<file path="src/rtl/hs_pkg.sv">
// ----------------------------------------------------------------------------
// hs_pkg
// Widths, types and controller commands shared by the heap sorter modules.
// ----------------------------------------------------------------------------
`timescale 1ns / 1ps
`default_nettype none

package hs_pkg;

  localparam int unsigned MaxItems = 64;
  localparam int unsigned DataW    = 32;
  localparam int unsigned AddrW    = $clog2(MaxItems);
  localparam int unsigned CntW     = $clog2(MaxItems + 1);
  localparam int unsigned IdxW     = AddrW + 2;

  typedef logic [DataW-1:0] data_t;
  typedef logic [AddrW-1:0] addr_t;
  typedef logic [CntW-1:0]  cnt_t;
  typedef logic [IdxW-1:0]  idx_t;

  typedef enum logic [11:0] {
    OP_LOAD     = 12'b0000_0000_0001,
    OP_BLD      = 12'b0000_0000_0010,
    OP_BLD_HOLD = 12'b0000_0000_0100,
    OP_XT       = 12'b0000_0000_1000,
    OP_XT_ROOT  = 12'b0000_0001_0000,
    OP_XT_MOVE  = 12'b0000_0010_0000,
    OP_SFT_L    = 12'b0000_0100_0000,
    OP_SFT_R    = 12'b0000_1000_0000,
    OP_SFT_CMP  = 12'b0001_0000_0000,
    OP_EM_RD    = 12'b0010_0000_0000,
    OP_EM_LD    = 12'b0100_0000_0000,
    OP_EM_WAIT  = 12'b1000_0000_0000
  } hs_op_e;

  typedef struct packed {
    hs_op_e op;
  } hs_cmd_t;

  typedef struct packed {
    logic batch_close;
    logic k_zero;
    logic k_le1;
    logic l_ok;
    logic moving;
    logic out_fire;
    logic run_done;
  } hs_stat_t;

endpackage

`default_nettype wire

</file>
<file path="src/rtl/hs_ram.sv">
// ----------------------------------------------------------------------------
// hs_ram
// Generic single-write, single-read RAM with registered read data.
// ----------------------------------------------------------------------------
`timescale 1ns / 1ps
`default_nettype none

module hs_ram #(
  parameter int unsigned Width = 32,
  parameter int unsigned Depth = 64
) (
  input  wire logic                     clk_i,
  input  wire logic                     we_i,
  input  wire logic [$clog2(Depth)-1:0] waddr_i,
  input  wire logic [Width-1:0]         wdata_i,
  input  wire logic [$clog2(Depth)-1:0] raddr_i,
  output logic      [Width-1:0]         rdata_o
);

  logic [Width-1:0] mem_q [Depth];

  always_ff @(posedge clk_i) begin
    if (we_i) begin
      mem_q[waddr_i] <= wdata_i;
    end
    rdata_o <= mem_q[raddr_i];
  end

endmodule

`default_nettype wire

</file>
<file path="src/rtl/hs_ctrl.sv">
// ----------------------------------------------------------------------------
// hs_ctrl
// Sequencer for load, heap build, extraction and output of a batch.
// ----------------------------------------------------------------------------
`timescale 1ns / 1ps
`default_nettype none

module hs_ctrl import hs_pkg::*; (
  input  wire logic     clk_i,
  input  wire logic     rst_ni,
  input  wire hs_stat_t stat_i,
  output hs_cmd_t       cmd_o
);

  hs_op_e state_q, state_d;
  logic   extract_q, extract_d;

  always_comb begin
    state_d   = state_q;
    extract_d = extract_q;
    unique case (state_q)
      OP_LOAD: begin
        if (stat_i.batch_close) begin
          state_d   = OP_BLD;
          extract_d = 1'b0;
        end
      end
      OP_BLD: begin
        if (stat_i.k_zero) begin
          state_d   = OP_XT;
          extract_d = 1'b1;
        end else begin
          state_d = OP_BLD_HOLD;
        end
      end
      OP_BLD_HOLD: state_d = OP_SFT_L;
      OP_XT:       state_d = stat_i.k_le1 ? OP_EM_RD : OP_XT_ROOT;
      OP_XT_ROOT:  state_d = OP_XT_MOVE;
      OP_XT_MOVE:  state_d = OP_SFT_L;
      OP_SFT_L: begin
        if (stat_i.l_ok) begin
          state_d = OP_SFT_R;
        end else begin
          state_d = extract_q ? OP_XT : OP_BLD;
        end
      end
      OP_SFT_R: state_d = OP_SFT_CMP;
      OP_SFT_CMP: begin
        if (stat_i.moving) begin
          state_d = OP_SFT_L;
        end else begin
          state_d = extract_q ? OP_XT : OP_BLD;
        end
      end
      OP_EM_RD: state_d = OP_EM_LD;
      OP_EM_LD: state_d = OP_EM_WAIT;
      OP_EM_WAIT: begin
        if (stat_i.out_fire) begin
          state_d = stat_i.run_done ? OP_LOAD : OP_EM_RD;
        end
      end
      default: state_d = OP_LOAD;
    endcase
  end

  always_ff @(posedge clk_i or negedge rst_ni) begin
    if (!rst_ni) begin
      state_q   <= OP_LOAD;
      extract_q <= 1'b0;
    end else begin
      state_q   <= state_d;
      extract_q <= extract_d;
    end
  end

  assign cmd_o.op = state_q;

endmodule

`default_nettype wire

</file>
<file path="src/rtl/hs_dp.sv">
// ----------------------------------------------------------------------------
// hs_dp
// Value store, heap indexes, sift compare and output register.
// ----------------------------------------------------------------------------
`timescale 1ns / 1ps
`default_nettype none

module hs_dp import hs_pkg::*; (
  input  wire logic    clk_i,
  input  wire logic    rst_ni,
  input  wire hs_cmd_t cmd_i,
  input  wire logic    item_valid_i,
  output logic         item_ready_o,
  input  wire data_t   item_value_i,
  input  wire logic    item_last_i,
  output logic         sorted_valid_o,
  input  wire logic    sorted_ready_i,
  output data_t        sorted_value_o,
  output logic         run_end_o,
  output hs_stat_t     stat_o
);

  cnt_t  cnt_q, cnt_d;
  cnt_t  k_q, k_d;
  cnt_t  hn_q, hn_d;
  addr_t pos_q, pos_d;
  logic  out_valid_q, out_valid_d;
  data_t val_q, val_d;
  data_t lval_q, lval_d;
  data_t out_value_q, out_value_d;
  logic  out_last_q, out_last_d;

  logic  ram_we;
  addr_t ram_waddr;
  data_t ram_wdata;
  addr_t ram_raddr;
  data_t ram_rdata;

  idx_t  l_idx, r_idx, hn_idx;
  logic  l_ok, r_ok, go_l, go_r, moving;
  data_t best_val;
  cnt_t  cnt_inc, k_dec;
  logic  in_fire, out_fire, batch_close;

  assign l_idx  = {1'b0, pos_q, 1'b1};
  assign r_idx  = l_idx + idx_t'(1);
  assign hn_idx = idx_t'(hn_q);
  assign l_ok   = l_idx < hn_idx;
  assign r_ok   = r_idx < hn_idx;

  assign go_l     = $signed(val_q) < $signed(lval_q);
  assign best_val = go_l ? lval_q : val_q;
  assign go_r     = r_ok && ($signed(best_val) < $signed(ram_rdata));
  assign moving   = go_l || go_r;

  assign cnt_inc = cnt_q + cnt_t'(1);
  assign k_dec   = k_q - cnt_t'(1);

  assign item_ready_o = (cmd_i.op == OP_LOAD);
  assign in_fire      = item_valid_i && item_ready_o;
  assign out_fire     = out_valid_q && sorted_ready_i;
  assign batch_close  = in_fire && (item_last_i || (cnt_q == cnt_t'(MaxItems - 1)));

  always_comb begin
    cnt_d       = cnt_q;
    k_d         = k_q;
    hn_d        = hn_q;
    pos_d       = pos_q;
    out_valid_d = out_valid_q;
    val_d       = val_q;
    lval_d      = lval_q;
    out_value_d = out_value_q;
    out_last_d  = out_last_q;
    ram_we      = 1'b0;
    ram_waddr   = pos_q;
    ram_wdata   = val_q;
    ram_raddr   = '0;
    unique case (cmd_i.op)
      OP_LOAD: begin
        if (in_fire) begin
          ram_we    = 1'b1;
          ram_waddr = cnt_q[AddrW-1:0];
          ram_wdata = item_value_i;
          cnt_d     = cnt_inc;
          k_d       = cnt_inc >> 1;
        end
      end
      OP_BLD: begin
        if (k_q == '0) begin
          k_d = cnt_q;
        end else begin
          ram_raddr = k_dec[AddrW-1:0];
          pos_d     = k_dec[AddrW-1:0];
          hn_d      = cnt_q;
        end
      end
      OP_BLD_HOLD: val_d = ram_rdata;
      OP_XT: begin
        if (k_q <= cnt_t'(1)) begin
          k_d = '0;
        end else begin
          ram_raddr = k_dec[AddrW-1:0];
        end
      end
      OP_XT_ROOT: begin
        val_d     = ram_rdata;
        ram_raddr = '0;
      end
      OP_XT_MOVE: begin
        ram_we    = 1'b1;
        ram_waddr = k_dec[AddrW-1:0];
        ram_wdata = ram_rdata;
        pos_d     = '0;
        hn_d      = k_dec;
      end
      OP_SFT_L: begin
        if (l_ok) begin
          ram_raddr = l_idx[AddrW-1:0];
        end else begin
          ram_we = 1'b1;
          k_d    = k_dec;
        end
      end
      OP_SFT_R: begin
        lval_d    = ram_rdata;
        ram_raddr = r_idx[AddrW-1:0];
      end
      OP_SFT_CMP: begin
        ram_we = 1'b1;
        if (go_r) begin
          ram_wdata = ram_rdata;
          pos_d     = r_idx[AddrW-1:0];
        end else if (go_l) begin
          ram_wdata = lval_q;
          pos_d     = l_idx[AddrW-1:0];
        end else begin
          k_d = k_dec;
        end
      end
      OP_EM_RD: ram_raddr = k_q[AddrW-1:0];
      OP_EM_LD: begin
        out_value_d = ram_rdata;
        out_last_d  = ((k_q + cnt_t'(1)) == cnt_q);
        out_valid_d = 1'b1;
      end
      OP_EM_WAIT: begin
        if (out_fire) begin
          out_valid_d = 1'b0;
          if (out_last_q) begin
            cnt_d = '0;
          end else begin
            k_d = k_q + cnt_t'(1);
          end
        end
      end
      default: ;
    endcase
  end

  always_ff @(posedge clk_i or negedge rst_ni) begin
    if (!rst_ni) begin
      cnt_q       <= '0;
      k_q         <= '0;
      hn_q        <= '0;
      pos_q       <= '0;
      out_valid_q <= 1'b0;
    end else begin
      cnt_q       <= cnt_d;
      k_q         <= k_d;
      hn_q        <= hn_d;
      pos_q       <= pos_d;
      out_valid_q <= out_valid_d;
    end
  end

  always_ff @(posedge clk_i) begin
    val_q       <= val_d;
    lval_q      <= lval_d;
    out_value_q <= out_value_d;
    out_last_q  <= out_last_d;
  end

  hs_ram #(
    .Width(DataW),
    .Depth(MaxItems)
  ) u_store (
    .clk_i  (clk_i),
    .we_i   (ram_we),
    .waddr_i(ram_waddr),
    .wdata_i(ram_wdata),
    .raddr_i(ram_raddr),
    .rdata_o(ram_rdata)
  );

  assign sorted_valid_o = out_valid_q;
  assign sorted_value_o = out_value_q;
  assign run_end_o      = out_last_q;

  assign stat_o.batch_close = batch_close;
  assign stat_o.k_zero      = (k_q == '0);
  assign stat_o.k_le1       = (k_q <= cnt_t'(1));
  assign stat_o.l_ok        = l_ok;
  assign stat_o.moving      = moving;
  assign stat_o.out_fire    = out_fire;
  assign stat_o.run_done    = out_last_q;

endmodule

`default_nettype wire

</file>
<file path="src/rtl/heap_sorter_unit.sv">
// ----------------------------------------------------------------------------
// heap_sorter_unit
// Batch heapsort of signed 32-bit values with valid/ready channels.
// ----------------------------------------------------------------------------
// Usage:
//   The item channel takes one value per transfer into the store, one cycle
//   each. A transfer with item_last_i set, or the 64th transfer, closes the
//   batch; item_ready_o then stays low until the whole batch has left.
//   The batch is sorted in place by heapsort: each sift level on the store
//   reads the left child, then the right child, then compares and writes.
//   The sorted channel then gives the values in ascending order, one at a
//   time: each is read, loaded into the output register and held until
//   taken before the next is read; run_end_o marks the largest, final
//   value. A stalled receiver holds the output register and the
//   sequencer. Reset empties the batch and drops any pending output; the
//   store needs no clearing since only values written in the current
//   batch are read.
// ----------------------------------------------------------------------------
`timescale 1ns / 1ps
`default_nettype none

module heap_sorter_unit import hs_pkg::*; (
  input  wire logic  clk_i,
  input  wire logic  rst_ni,
  input  wire logic  item_valid_i,
  output logic       item_ready_o,
  input  wire data_t item_value_i,
  input  wire logic  item_last_i,
  output logic       sorted_valid_o,
  input  wire logic  sorted_ready_i,
  output data_t      sorted_value_o,
  output logic       run_end_o
);

  hs_cmd_t  cmd;
  hs_stat_t stat;

  hs_ctrl u_ctrl (
    .clk_i (clk_i),
    .rst_ni(rst_ni),
    .stat_i(stat),
    .cmd_o (cmd)
  );

  hs_dp u_dp (
    .clk_i         (clk_i),
    .rst_ni        (rst_ni),
    .cmd_i         (cmd),
    .item_valid_i  (item_valid_i),
    .item_ready_o  (item_ready_o),
    .item_value_i  (item_value_i),
    .item_last_i   (item_last_i),
    .sorted_valid_o(sorted_valid_o),
    .sorted_ready_i(sorted_ready_i),
    .sorted_value_o(sorted_value_o),
    .run_end_o     (run_end_o),
    .stat_o        (stat)
  );

endmodule

`default_nettype wire

</file>
<file path="config.mk">
export PLATFORM = sky130hd
export DESIGN_NAME = heap_sorter_unit
export DESIGN_NICKNAME = d
export VERILOG_FILES = /design/src/rtl/hs_pkg.sv /design/src/rtl/hs_ram.sv /design/src/rtl/hs_ctrl.sv /design/src/rtl/hs_dp.sv /design/src/rtl/heap_sorter_unit.sv
export SDC_FILE = /design/constraint.sdc
export NUM_CORES = 2
export LEC_CHECK = 0
export BUFFER_PORTS_ARGS = -buffer_cell sky130_fd_sc_hd__buf_2
export CAP_MARGIN = 40
export CORE_UTILIZATION = 40
export CTS_CLUSTER_DIAMETER = 50
export DETAILED_ROUTE_END_ITERATION = 16
export HOLD_SLACK_MARGIN = 0.05
export PLACE_DENSITY = 0.55
export SLEW_MARGIN = 20
export SYNTH_ARGS = -nofsm -noshare
export SYNTH_HDL_FRONTEND = slang
export SYNTH_SLANG_ARGS = --single-unit
</file>
<file path="constraint.sdc">
create_clock -name clk_i -period 13.3 [get_ports clk_i]
set_input_delay 2.66 -clock clk_i [delete_from_list [all_inputs] [get_ports clk_i]]
set_output_delay 2.66 -clock clk_i [all_outputs]
set_load 0.02 [all_outputs]
</file>
==> qor.txt <==
outcome: completed
Vias/cell: 5.83
commonest non-fill, non-tap cell in the layout: edfxtp_1
I/O Buffers: 71
drt pass-1 iters: 6
Clock Sink Count: 2,218
initial core utilization: 0.403
Syn Inst Count: 6,631
crit path time final: 7.97 ns
critical-path maximum fanout: 48
CP required: 13.86 ns
Core Region: 223,000 µm²
Worst Hold Class: reg2reg
CTS Hold Bufs: 0
Least-Margin Pin Slew: 1.11 ns
initial antenna violation count: 17
Wirelength per Cell: 29.0 µm
#FFs+latches synth: 2,218
Final Cycle Share: 0.599
crit end category: register
Final Core Density: 0.465
row count: 173
Post-Route Skew: 0.0602 ns
dominant cell type by area after synthesis: edfxtp_1
setup bufs post-CTS: 0
WS Path Type: reg2reg
Yosys cell types: 85
Clock Path Buffers: 3
Final Hold Vio Count: 0
yosys warns: 0
max-slew violations: 0
global route overflow: 0
PD cells: 179 nW/µm²
RSZ-0062 raised after global routing: no
Die X: 476 µm
Detailed Route Iter0 Violations: 7,604
post-cts resize count: 0
Post-Synthesis Cell Area: 89,900 µm²
Setup WS post-layout: 5.33 ns
Net Count, Synth: 6,748
total CTS buffers: 236
DRT antenna net count: 0
sequential share of the synthesized area: 0.735
Area Growth Syn to Fin: 15.3%
die area: 227,000 µm²
most frequent cells in the layout: edfxtp_1, nand2_1, nand3_1, and3_1, clkbuf_16
Reg clk slew, reported paths: 0.06 ns
MaxCap Viol Count: 0
Setup violations, final: 0
Syn Area/Cell: 13.6 µm²
area share of the largest cell type after synthesis: 0.717
sum of negative setup slack: 0 ns
Tot GR Track Use: 0.252
Final HPWL DP: 171,000 µm
Final Net Count: 6,940
Die Span Y: 476 µm
Lkg Pwr: 35.7 nW
clk_lat worst skew: 0.91 ns
IO Count: 72
WHS Path Cells: 1
final wirelength: 290,000 µm
Post-synth top flop: edfxtp_1
worst slack, placed: 5.46 ns
Critical Path Source Type: register
Area contributors post-synth: edfxtp_1, nand2_1, and3_1
vias in the first global route: 54,601
DR vias: 58,365
Worst EP arrival: 8.53 ns
H-tree Lvls: 4
Rel. slew slack: 0.257
EDFF count, synth: 2,145
asr flop ratio synth: 0.0185
first-pass GRT wire length: 409,000 µm
TritonCTS clock tree: yes
gpl congestion: 0.918
drt drc: 0
largest net degree at the start of global routing: 145
CTS Root Cell: clkbuf_16
Worst VDD drop: 156 µV
share of layout cells above drive strength 1: 0.130
worst-case reg-to-reg path depth: 21
Fmax achieved: 126 MHz
==> critical path, stage by stage (launching register included) <==
cell	delay [ns]
edfxtp_1	0.42
ha_1	0.38
nand4_1	0.22
nor4_1	0.68
o2bb2ai_1	0.26
nor3_1	0.12
nor3_4	0.36
buf_4	0.48
mux2_2	0.41
ha_1	0.29
a21o_1	0.16
a21o_1	0.17
a21oi_1	0.24
o21ai_0	0.19
a211o_1	0.33
o311ai_1	0.66
nor2_1	0.30
o21a_4	0.27
buf_4	0.24
buf_16	0.24
o21ai_4	0.48
buf_4	0.57
==> state kept, by name (all words and copies together), names as in the netlist <==
| register | count |
|---|---|
| u_dp.run_end_o | 1 |
| u_dp.k_q | 7 |
| u_dp.u_store.rdata_o | 32 |
| u_ctrl.cmd_o | 12 |
| u_dp.val_q | 32 |
| u_ctrl.extract_q | 1 |
| u_dp.lval_q | 32 |
| u_dp.u_store.mem_q | 2048 |
| u_dp.pos_q | 6 |
| u_dp.cnt_q | 7 |
| u_dp.sorted_value_o | 32 |
| u_dp.sorted_valid_o | 1 |
| u_dp.hn_q | 7 |
==> routing by layer <==
layer,wire [µm],part of all wire,global-route usage
met3,26700,0.092,0.0450
met4,10000,0.035,0.0883
met1,119000,0.41,0.355
met2,134000,0.46,0.393
met5,53,0.00018,0
==> synth_stat cells, types with 29 or more instances <==
master	n
edfxtp_1	2145
nand2_1	1900
nand3_1	293
and3_1	291
a311oi_1	202
buf_2	172
clkbuf_1	172
a31oi_1	159
nor2_1	157
a21oi_1	119
o21ai_0	97
inv_1	87
ha_1	80
mux2i_1	55
dfrtp_1	40
buf_1	38
nand4_1	38
mux4_2	35
dfxtp_1	32
mux2_2	31
a221o_1	29
==> power by group <==
part | switching (mW) | total, mW | internal [mW]
Combinational | 2.40 | 3.19 | 0.786
Sequential | 0.254 | 8.89 | 8.64
Clock | 2.77 | 6.44 | 3.67
==> kinds of logic after synthesis <==
family,Yosys count,synth area share
xor+xnor,30,0.00292
compound gates,881,0.0724
buf+inv,496,0.0244
flops,2218,0.735
fa+ha+maj,80,0.0111
mux,121,0.0188
simple gates,2805,0.135
==> cell type report <==
class                           instances  area, µm²
Timing Repair Buffer                  363       3370
Multi-Input combinational cell       3917      22600
Clock buffer                          299       6290
Clock inverter                        141       1270
Sequential cell                      2218      66100
Fill cell                           19377     119000
Antenna cell                            8       20.0
Inverter                               87        327
Tap cell                             2975       3720
==> stage by stage <==
step	cells	instance area, µm²	hold WS (ns)	power, mW
2_1_floorplan	6631	89900	0.443	10.4
3_3_place_gp	9458	94600	0.485	12.0
3_5_place_dp	9542	95700	0.493	12.1
4_1_cts	9982	103000	0.508	18.5
5_1_grt	10001	104000	0.539	19.0
6_report	10008	104000	0.506	18.5
==> worst paths after layout <==
| path | start | to | slack, ns |
|---|---|---|---|
| max | u_dp.val_q[31]$_DFFE_PP_ | u_dp.u_store.mem_q[52][22]$_DFFE_PP_ | 5.33 |
| min | u_ctrl.extract_q$_DFFE_PN0P_ | u_ctrl.extract_q$_DFFE_PN0P_ | 0.51 |
| max reg2reg | u_dp.val_q[31]$_DFFE_PP_ | u_dp.u_store.mem_q[52][22]$_DFFE_PP_ | 5.33 |
| min reg2reg | u_ctrl.extract_q$_DFFE_PN0P_ | u_ctrl.extract_q$_DFFE_PN0P_ | 0.51 |
| max in group asynchronous | rst_ni | u_dp.hn_q[4]$_DFFE_PN0P_ | 11.05 |
| min in group asynchronous | rst_ni | u_dp.k_q[5]$_DFFE_PN0P_ | 1.74 |
No activity file was read; power rests on OpenSTA's default activity.
